File: config.mk
export PLATFORM = sky130hd
export DESIGN_NAME = timed_parameter_ramp_unit_flat
export DESIGN_NICKNAME = d
export VERILOG_FILES = /design/src/tpr_pkg.sv /design/src/tpr_if.sv /design/src/timed_parameter_ramp_unit.sv /design/src/tpr_div.sv /design/src/flat_wrapper.sv
export SDC_FILE = /design/constraint.sdc
export NUM_CORES = 1
export LEC_CHECK = 0
export ABC_CLOCK_PERIOD_IN_PS = 14600
export BUFFER_PORTS_ARGS = -buffer_cell sky130_fd_sc_hd__buf_2
export CORE_MARGIN = 5
export CORE_UTILIZATION = 49
export DETAILED_ROUTE_END_ITERATION = 12
export PLACE_DENSITY_LB_ADDON = 0.15
export SETUP_SLACK_MARGIN = 0.15
export SLEW_MARGIN = 20
export SYNTH_ARGS = -nofsm -noshare
export SYNTH_HDL_FRONTEND = slang
export SYNTH_SLANG_ARGS = --single-unit
File: constraint.sdc
create_clock -name i_clk -period 14.6 [get_ports i_clk]
set_input_delay 4.38 -clock i_clk [delete_from_list [all_inputs] [get_ports i_clk]]
set_output_delay 4.38 -clock i_clk [all_outputs]
set_load 0.01 [all_outputs]
File: src/tpr_pkg.sv
package tpr_pkg;

    localparam int VAL_W  = 24;
    localparam int DIFF_W = VAL_W + 1;
    localparam int NUM_OUT = 6;

    typedef logic signed [VAL_W-1:0]  t_val;
    typedef logic signed [DIFF_W-1:0] t_diff;

    localparam t_val Q_ONE  = 24'sd65536;
    localparam t_val Q_HALF = 24'sd32768;

    localparam logic OP_SET  = 1'b0;
    localparam logic OP_TICK = 1'b1;

endpackage

File: src/tpr_if.sv
interface tpr_in_if;
    logic                   valid;
    logic                   ready;
    logic                   opcode;
    logic [2:0]             slot;
    tpr_pkg::t_val          target_value;
    logic [15:0]            steps;

    modport source (output valid, opcode, slot, target_value, steps, input ready);
    modport sink   (input valid, opcode, slot, target_value, steps, output ready);
endinterface

interface tpr_out_if;
    logic                   valid;
    logic                   ready;
    tpr_pkg::t_val          param_value_0;
    tpr_pkg::t_val          param_value_1;
    tpr_pkg::t_val          param_value_2;
    tpr_pkg::t_val          param_value_3;
    tpr_pkg::t_val          param_value_4;
    tpr_pkg::t_val          param_value_5;

    modport source (output valid, param_value_0, param_value_1, param_value_2,
                    param_value_3, param_value_4, param_value_5, input ready);
    modport sink   (input valid, param_value_0, param_value_1, param_value_2,
                    param_value_3, param_value_4, param_value_5, output ready);
endinterface

File: src/timed_parameter_ramp_unit.sv
// Linear parameter ramp over NUM_SLOTS slots of signed Q8.16 values. A set
// transaction loads one slot's target and step count (a count of zero jumps
// at once), and its result is written to the output register from S_OUT once
// that register is free. A tick transaction walks the slots one by one; each
// slot with steps left moves by (target - value) / remaining through a shared
// one-bit-per-cycle divider. Every transaction returns one result with all six
// values; slots beyond NUM_SLOTS read as zero. A new transaction is taken
// once the previous one has reached the output register.
module timed_parameter_ramp_unit #(
    parameter int NUM_SLOTS  = 6,
    parameter int STEP_WIDTH = 16
) (
    input  logic        i_clk,
    input  logic        i_rst_n,
    tpr_in_if.sink      i_in,
    tpr_out_if.source   o_out
);

    localparam int IDX_W = (NUM_SLOTS > 1) ? $clog2(NUM_SLOTS) : 1;
    localparam int VW    = tpr_pkg::VAL_W;
    localparam int NO    = tpr_pkg::NUM_OUT;

    localparam logic [1:0] S_IDLE = 2'd0;
    localparam logic [1:0] S_SCAN = 2'd1;
    localparam logic [1:0] S_WAIT = 2'd2;
    localparam logic [1:0] S_OUT  = 2'd3;

    logic [1:0]             r_state, n_state;
    logic [IDX_W-1:0]       r_idx, n_idx;
    logic [VW-1:0]          r_cur [NUM_SLOTS];
    logic [VW-1:0]          n_cur [NUM_SLOTS];
    logic [VW-1:0]          r_tgt [NUM_SLOTS];
    logic [VW-1:0]          n_tgt [NUM_SLOTS];
    logic [STEP_WIDTH-1:0]  r_rem [NUM_SLOTS];
    logic [STEP_WIDTH-1:0]  n_rem [NUM_SLOTS];
    logic                   r_out_valid, n_out_valid;
    logic [VW-1:0]          r_out_val [NO];
    logic [VW-1:0]          n_out_val [NO];

    logic [VW-1:0]          w_view [NO];
    logic                   w_acc;
    logic                   w_last;
    logic [STEP_WIDTH-1:0]  w_steps;
    logic                   w_div_start;
    logic                   w_div_done;
    tpr_pkg::t_diff         w_div_q;
    tpr_pkg::t_diff         w_diff;

    for (genvar g = 0; g < NO; g++) begin : g_view
        if (g < NUM_SLOTS) begin : g_live
            assign w_view[g] = r_cur[g];
        end else begin : g_zero
            assign w_view[g] = '0;
        end
    end

    assign i_in.ready = (r_state == S_IDLE);
    assign w_acc      = i_in.valid && i_in.ready;
    assign w_last     = (r_idx == IDX_W'(NUM_SLOTS - 1));
    assign w_steps    = STEP_WIDTH'(i_in.steps);
    assign w_diff     = {r_tgt[r_idx][VW-1], r_tgt[r_idx]} - {r_cur[r_idx][VW-1], r_cur[r_idx]};

    always_comb begin
        n_state     = r_state;
        n_idx       = r_idx;
        n_cur       = r_cur;
        n_tgt       = r_tgt;
        n_rem       = r_rem;
        n_out_val   = r_out_val;
        n_out_valid = r_out_valid;
        w_div_start = 1'b0;
        if (r_out_valid && o_out.ready) begin
            n_out_valid = 1'b0;
        end
        case (r_state)
            S_IDLE: begin
                if (w_acc) begin
                    if (i_in.opcode == tpr_pkg::OP_SET) begin
                        for (int i = 0; i < NUM_SLOTS; i++) begin
                            if (32'(i_in.slot) == i) begin
                                n_tgt[i] = i_in.target_value;
                                n_rem[i] = w_steps;
                                if (w_steps == '0) begin
                                    n_cur[i] = i_in.target_value;
                                end
                            end
                        end
                        n_state = S_OUT;
                    end else begin
                        n_idx   = '0;
                        n_state = S_SCAN;
                    end
                end
            end
            S_SCAN: begin
                if (r_rem[r_idx] != '0) begin
                    w_div_start = 1'b1;
                    n_state     = S_WAIT;
                end else if (w_last) begin
                    n_state = S_OUT;
                end else begin
                    n_idx = r_idx + IDX_W'(1);
                end
            end
            S_WAIT: begin
                if (w_div_done) begin
                    n_cur[r_idx] = r_cur[r_idx] + w_div_q[VW-1:0];
                    n_rem[r_idx] = r_rem[r_idx] - STEP_WIDTH'(1);
                    if (w_last) begin
                        n_state = S_OUT;
                    end else begin
                        n_idx   = r_idx + IDX_W'(1);
                        n_state = S_SCAN;
                    end
                end
            end
            S_OUT: begin
                if (!r_out_valid || o_out.ready) begin
                    n_out_valid = 1'b1;
                    n_out_val   = w_view;
                    n_state     = S_IDLE;
                end
            end
            default: begin
                n_state = S_IDLE;
            end
        endcase
    end

    always_ff @(posedge i_clk) begin
        if (!i_rst_n) begin
            r_state     <= S_IDLE;
            r_idx       <= '0;
            r_out_valid <= 1'b0;
            for (int i = 0; i < NUM_SLOTS; i++) begin
                r_cur[i] <= (i == 0) ? tpr_pkg::Q_ONE : (i == 3) ? tpr_pkg::Q_HALF : '0;
                r_tgt[i] <= (i == 0) ? tpr_pkg::Q_ONE : (i == 3) ? tpr_pkg::Q_HALF : '0;
                r_rem[i] <= '0;
            end
        end else begin
            r_state     <= n_state;
            r_idx       <= n_idx;
            r_out_valid <= n_out_valid;
            r_cur       <= n_cur;
            r_tgt       <= n_tgt;
            r_rem       <= n_rem;
        end
    end

    always_ff @(posedge i_clk) begin
        r_out_val <= n_out_val;
    end

    tpr_div #(
        .STEP_WIDTH (STEP_WIDTH)
    ) u_div (
        .i_clk      (i_clk),
        .i_rst_n    (i_rst_n),
        .i_start    (w_div_start),
        .i_dividend (w_diff),
        .i_divisor  (r_rem[r_idx]),
        .o_done     (w_div_done),
        .o_quotient (w_div_q)
    );

    assign o_out.valid         = r_out_valid;
    assign o_out.param_value_0 = r_out_val[0];
    assign o_out.param_value_1 = r_out_val[1];
    assign o_out.param_value_2 = r_out_val[2];
    assign o_out.param_value_3 = r_out_val[3];
    assign o_out.param_value_4 = r_out_val[4];
    assign o_out.param_value_5 = r_out_val[5];

    a_wait_has_steps : assert property (@(posedge i_clk) disable iff (!i_rst_n)
        r_state == S_WAIT |-> r_rem[r_idx] != '0)
        else $error("Slot under division has no steps left.");

    a_done_in_wait : assert property (@(posedge i_clk) disable iff (!i_rst_n)
        w_div_done |-> r_state == S_WAIT)
        else $error("Divider finished outside the wait state.");

    a_tick_scans : assert property (@(posedge i_clk) disable iff (!i_rst_n)
        w_acc && i_in.opcode == tpr_pkg::OP_TICK |=> r_state == S_SCAN && r_idx == '0)
        else $error("Tick transaction did not start the slot scan.");

endmodule

File: src/tpr_div.sv
module tpr_div #(
    parameter int STEP_WIDTH = 16
) (
    input  logic                    i_clk,
    input  logic                    i_rst_n,
    input  logic                    i_start,
    input  tpr_pkg::t_diff          i_dividend,
    input  logic [STEP_WIDTH-1:0]   i_divisor,
    output logic                    o_done,
    output tpr_pkg::t_diff          o_quotient
);

    localparam int DW    = tpr_pkg::DIFF_W;
    localparam int CNT_W = $clog2(DW);

    logic                   r_busy;
    logic                   r_done;
    logic                   r_neg;
    logic [CNT_W-1:0]       r_cnt;
    logic [DW-1:0]          r_num;
    logic [STEP_WIDTH-1:0]  r_rem;
    logic [STEP_WIDTH-1:0]  r_dvs;

    logic [STEP_WIDTH:0]    w_trial;
    logic                   w_fit;
    logic [STEP_WIDTH:0]    w_diff;

    assign w_trial = {r_rem, r_num[DW-1]};
    assign w_fit   = w_trial >= {1'b0, r_dvs};
    assign w_diff  = w_trial - {1'b0, r_dvs};

    always_ff @(posedge i_clk) begin
        if (!i_rst_n) begin
            r_busy <= 1'b0;
            r_done <= 1'b0;
        end else begin
            r_done <= 1'b0;
            if (i_start) begin
                r_busy <= 1'b1;
            end else if (r_busy && r_cnt == '0) begin
                r_busy <= 1'b0;
                r_done <= 1'b1;
            end
        end
    end

    always_ff @(posedge i_clk) begin
        if (i_start) begin
            r_neg <= i_dividend[DW-1];
            r_num <= i_dividend[DW-1] ? DW'(-i_dividend) : DW'(i_dividend);
            r_rem <= '0;
            r_dvs <= i_divisor;
            r_cnt <= CNT_W'(DW - 1);
        end else if (r_busy) begin
            r_num <= {r_num[DW-2:0], w_fit};
            r_rem <= w_fit ? w_diff[STEP_WIDTH-1:0] : w_trial[STEP_WIDTH-1:0];
            r_cnt <= r_cnt - CNT_W'(1);
        end
    end

    assign o_done     = r_done;
    assign o_quotient = r_neg ? tpr_pkg::t_diff'(-r_num) : tpr_pkg::t_diff'(r_num);

endmodule

File: src/flat_wrapper.sv
// flat-port wrapper written by rule: the top's interface ports become plain ports
module timed_parameter_ramp_unit_flat 
#(
    parameter int NUM_SLOTS  = 6,
    parameter int STEP_WIDTH = 16
)
  (i_clk, i_rst_n, i_in_valid, i_in_opcode, i_in_slot, i_in_target_value, i_in_steps, i_in_ready, o_out_valid, o_out_param_value_0, o_out_param_value_1, o_out_param_value_2, o_out_param_value_3, o_out_param_value_4, o_out_param_value_5, o_out_ready);
  tpr_in_if i_in_i ();
  tpr_out_if o_out_i ();
  input  logic i_clk;
  input  logic i_rst_n;
  input wire logic [$bits(i_in_i.valid)-1:0] i_in_valid;
  input wire logic [$bits(i_in_i.opcode)-1:0] i_in_opcode;
  input wire logic [$bits(i_in_i.slot)-1:0] i_in_slot;
  input wire logic [$bits(i_in_i.target_value)-1:0] i_in_target_value;
  input wire logic [$bits(i_in_i.steps)-1:0] i_in_steps;
  output wire logic [$bits(i_in_i.ready)-1:0] i_in_ready;
  output wire logic [$bits(o_out_i.valid)-1:0] o_out_valid;
  output wire logic [$bits(o_out_i.param_value_0)-1:0] o_out_param_value_0;
  output wire logic [$bits(o_out_i.param_value_1)-1:0] o_out_param_value_1;
  output wire logic [$bits(o_out_i.param_value_2)-1:0] o_out_param_value_2;
  output wire logic [$bits(o_out_i.param_value_3)-1:0] o_out_param_value_3;
  output wire logic [$bits(o_out_i.param_value_4)-1:0] o_out_param_value_4;
  output wire logic [$bits(o_out_i.param_value_5)-1:0] o_out_param_value_5;
  input wire logic [$bits(o_out_i.ready)-1:0] o_out_ready;
  assign i_in_i.valid = i_in_valid;
  assign i_in_i.opcode = i_in_opcode;
  assign i_in_i.slot = i_in_slot;
  assign i_in_i.target_value = i_in_target_value;
  assign i_in_i.steps = i_in_steps;
  assign i_in_ready = i_in_i.ready;
  assign o_out_valid = o_out_i.valid;
  assign o_out_param_value_0 = o_out_i.param_value_0;
  assign o_out_param_value_1 = o_out_i.param_value_1;
  assign o_out_param_value_2 = o_out_i.param_value_2;
  assign o_out_param_value_3 = o_out_i.param_value_3;
  assign o_out_param_value_4 = o_out_i.param_value_4;
  assign o_out_param_value_5 = o_out_i.param_value_5;
  assign o_out_i.ready = o_out_ready;
  timed_parameter_ramp_unit #(.NUM_SLOTS(NUM_SLOTS), .STEP_WIDTH(STEP_WIDTH)) u_core (.i_clk(i_clk), .i_rst_n(i_rst_n), .i_in(i_in_i), .o_out(o_out_i));
endmodule
==> flow_metrics.env <==
export IMPL_status="finished clean"
export IMPL_chipHeight_um=254
export IMPL_endpoint="u_core.u_div.r_num[23]"
export IMPL_finalHoldViolCount=0
export IMPL_fin_crit_sh=0.488
export IMPL_combPwrFrac=0.494
export IMPL_synth_edff_count=186
export IMPL_drtAntennaViolNets=0
export IMPL_fillCellCount=5278
export IMPL_synth_area_leaders="dfxtp_1 (28%), edfxtp_1 (19%), nand2_1 (5.7%)"
export IMPL_io_pins=194
export IMPL_layout_drive_gt1_share=0.127
export IMPL_hpwl_um=70500
export IMPL_place_congestion=0.931
export IMPL_die_x_um=254
export IMPL_slew_headroom=0.166
export IMPL_worstSetupStartpoint="u_core.r_idx[2]"
export IMPL_required_ps=14920
export IMPL_design_area_sq_um=32900
export IMPL_regToRegSetupSlack_ps=7470
export IMPL_startpoint_type="flop"
export IMPL_p_switching_mw=3.53
export IMPL_cts_resized=0
export IMPL_synth_flop_cell="dfxtp_1"
export IMPL_ir_drop_v=0.000150
export IMPL_routed_via_density=6.36
export IMPL_firstDrtPassIters=6
export IMPL_finalSetupViolations=0
export IMPL_holdBufCountCts=0
export IMPL_utilization=0.559
export IMPL_swShare=0.445
export IMPL_post_cts_buffers=0
export IMPL_path_max_fanout=30
export IMPL_r2r_end="u_core.u_div.r_num[23]"
export IMPL_p_clk_frac=0.212
export IMPL_synth_nets=3367
export IMPL_drtIter0Drc=3747
export IMPL_numCtsBuffers=66
export IMPL_tns_ps=0
export IMPL_yosys_warnings=0
export IMPL_syn_inst=3243
export IMPL_worstSetupEndpointType="flop"
export IMPL_r2r_start="u_core.r_idx[2]"
export IMPL_holdCritPathClass="reg -> reg"
export IMPL_fmax_mhz=140
export IMPL_nets=3476
export IMPL_yosys_register_bits=599
export IMPL_track_usage=0.315
export IMPL_grt_pass1_vias=24924
export IMPL_power_frac_seq=0.294
export IMPL_num_rows=89
export IMPL_synth_seq_area_share=0.476
export IMPL_cts_tree="done"
export IMPL_clkLatencyLatePin_ps=620
export IMPL_clock_sinks=599
export IMPL_cts_buffer_depth=3
export IMPL_synth_commonest_cells="nand2_1 (441), dfxtp_1 (413), a21oi_1 (306)"
export IMPL_drv_cap=0
export IMPL_die_area_sq_um=64400
export IMPL_slew_violations=0
export IMPL_async_flop_share=0
export IMPL_htree_levels=3
export IMPL_syn2layout_area_growth_pct=13.2
export IMPL_rsz0062_at_grt="false"
export IMPL_power_internal_mw=4.40
export IMPL_power_density_nw_per_um2=241
export IMPL_wirelength_um=105000
export IMPL_antenna_found_initial=10
export IMPL_leakage_nw=12.3
export IMPL_clk_pin_slew_ps=70
export IMPL_vias=26559
export IMPL_syn_area_per_cell_sq_um=8.97
export IMPL_avgRoutedWirePerCell_um=25.2
export IMPL_r2r_cells=18
export IMPL_overflow=0
export IMPL_core_sq_um=58900
export IMPL_dpl_cell_area_sq_um=30800
export IMPL_synth_most_common_cell="nand2_1"
export IMPL_grt_max_degree=123
export IMPL_synth_top_area_cell="dfxtp_1"
export IMPL_drc=0
export IMPL_io_buffers=193
export IMPL_grt_pass1_wl_um=156000
export IMPL_root_buffer="clkbuf_16"
export IMPL_initial_core_util=0.494
export IMPL_synth_top_area_frac=0.284
export IMPL_clock_skew_ps=36.3
export IMPL_arrival_ps=7450
export IMPL_tightest_slew_ps=1250
export IMPL_critPathKind="reg -> reg"
export IMPL_fin_crit_ps=7130
export IMPL_syn_area_sq_um=29100
export IMPL_yosysUniqueCellTypes=85
## cells in the final DEF, fill, tap and decap left out, types with 24 or more instances in the layout
cell type / synthesis / final
buf_4: 0 / 62
buf_2: 21 / 196
mux2i_1: 72 / 72
o211ai_1: 141 / 141
ha_1: 73 / 73
o21ai_1: 24 / 24
nor2b_1: 33 / 31
nand3_1: 42 / 42
nor3_1: 48 / 46
clkbuf_16: 0 / 70
a211oi_1: 33 / 33
nor2_1: 303 / 298
dfxtp_1: 413 / 410
a31oi_1: 32 / 32
xnor2_1: 73 / 73
mux2_2: 27 / 27
a21oi_1: 306 / 305
xor2_1: 43 / 43
a221oi_1: 28 / 28
edfxtp_1: 186 / 186
a22oi_1: 52 / 52
nand2_1: 441 / 437
o21ai_0: 278 / 277
inv_1: 75 / 74
## layer usage
layer | wire (um) | vias to the layer above | share of wire | global-route usage
met2 | 45300 | 1619 | 0.43 | 0.477
met4 | 5370 | 10 | 0.051 | 0.144
met1 | 42300 | 12675 | 0.40 | 0.431
met5 | 68 | - | 0.00064 | 0
met3 | 12400 | 286 | 0.12 | 0.0763
li1 | - | 11969 | - | -
## stage by stage
step / hold WS (ps) / cells / setup slack (ps) / total power [mW]
floorplan: 416 / 3243 / 3120 / 5.09
global route: 468 / 4177 / 7280 / 8.37
global placement: 439 / 4054 / 7210 / 6.10
CTS: 448 / 4177 / 7680 / 7.86
finish: 450 / 4179 / 7470 / 7.94
detailed placement: 445 / 4057 / 7130 / 6.16
## worst max-delay path: stages, from the launching register on
cell       delay, ps
dfxtp_2          550
buf_4            540
or2_2            580
nor2_4           120
buf_4            330
a22o_1           240
a221o_1          260
a221oi_1         850
ha_1             340
and3_1           310
nand3_1          100
a2111oi_0        910
a211oi_1         210
a31oi_1          330
xnor2_1          200
nand4_1          230
o41ai_2          440
xnor2_1          160
o21ai_1           80
## kinds of logic after synthesis
logic type	synth area share
buffers and inverters	0.0400
AO/OA/AOI/OAI	0.229
XOR/XNOR	0.0349
AND/OR/NAND/NOR	0.144
adder cells (fa/ha/maj)	0.0335
multiplexers	0.0422
flip-flops	0.476
## flip-flops by register name, summed over array words and instances (netlist names)
register,flops
u_core.o_out.param_value_0,24
u_core.o_out.param_value_1,24
u_core.o_out.param_value_2,24
u_core.o_out.param_value_3,24
u_core.o_out.param_value_4,24
u_core.o_out.param_value_5,24
u_core.o_out.valid,1
u_core.r_cur,144
u_core.r_idx,3
u_core.r_rem,96
u_core.r_state,2
u_core.r_tgt,144
u_core.u_div.o_done,1
u_core.u_div.r_busy,1
u_core.u_div.r_cnt,5
u_core.u_div.r_dvs,16
u_core.u_div.r_neg,1
u_core.u_div.r_num,25
u_core.u_div.r_rem,16
## worst min path at each step
stage                     slack, ps               from  cells past startpoint                             end
after floorplan                 420   u_core.r_cur[71]                      0  u_core.o_out.param_value_3[23]
after global placement          440   u_core.r_cur[71]                      0  u_core.o_out.param_value_3[23]
after detailed placement        440  u_core.r_cur[134]                      0  u_core.o_out.param_value_0[14]
after CTS                       450  u_core.r_cur[134]                      0  u_core.o_out.param_value_0[14]
after global routing            470   u_core.r_tgt[40]                      2                u_core.r_tgt[40]
final                           450  u_core.r_cur[134]                      0  u_core.o_out.param_value_0[14]
## final cells by class
| class | count | area (sq um) | area share |
|---|---|---|---|
| Antenna cell | 2 | 5.00 | 0.000152 |
| Clock buffer | 93 | 1910 | 0.0580 |
| Clock inverter | 27 | 260 | 0.00790 |
| Inverter | 79 | 304 | 0.00923 |
| Multi-Input combinational cell | 2347 | 14200 | 0.430 |
| Sequential cell | 599 | 13900 | 0.421 |
| Tap cell | 773 | 967 | 0.0294 |
| Timing Repair Buffer | 259 | 1460 | 0.0443 |
## power groups by stage
stage                     combinational [mW]  clock, mW  sequential, mW
after floorplan                         2.82          0            2.27
after global placement                  3.76          0            2.34
after global routing                    4.24       1.76            2.36
after CTS                               3.84       1.69            2.32
final                                   3.92       1.68            2.33
after detailed placement                3.81          0            2.35
(Power assumes the default switching activity.)
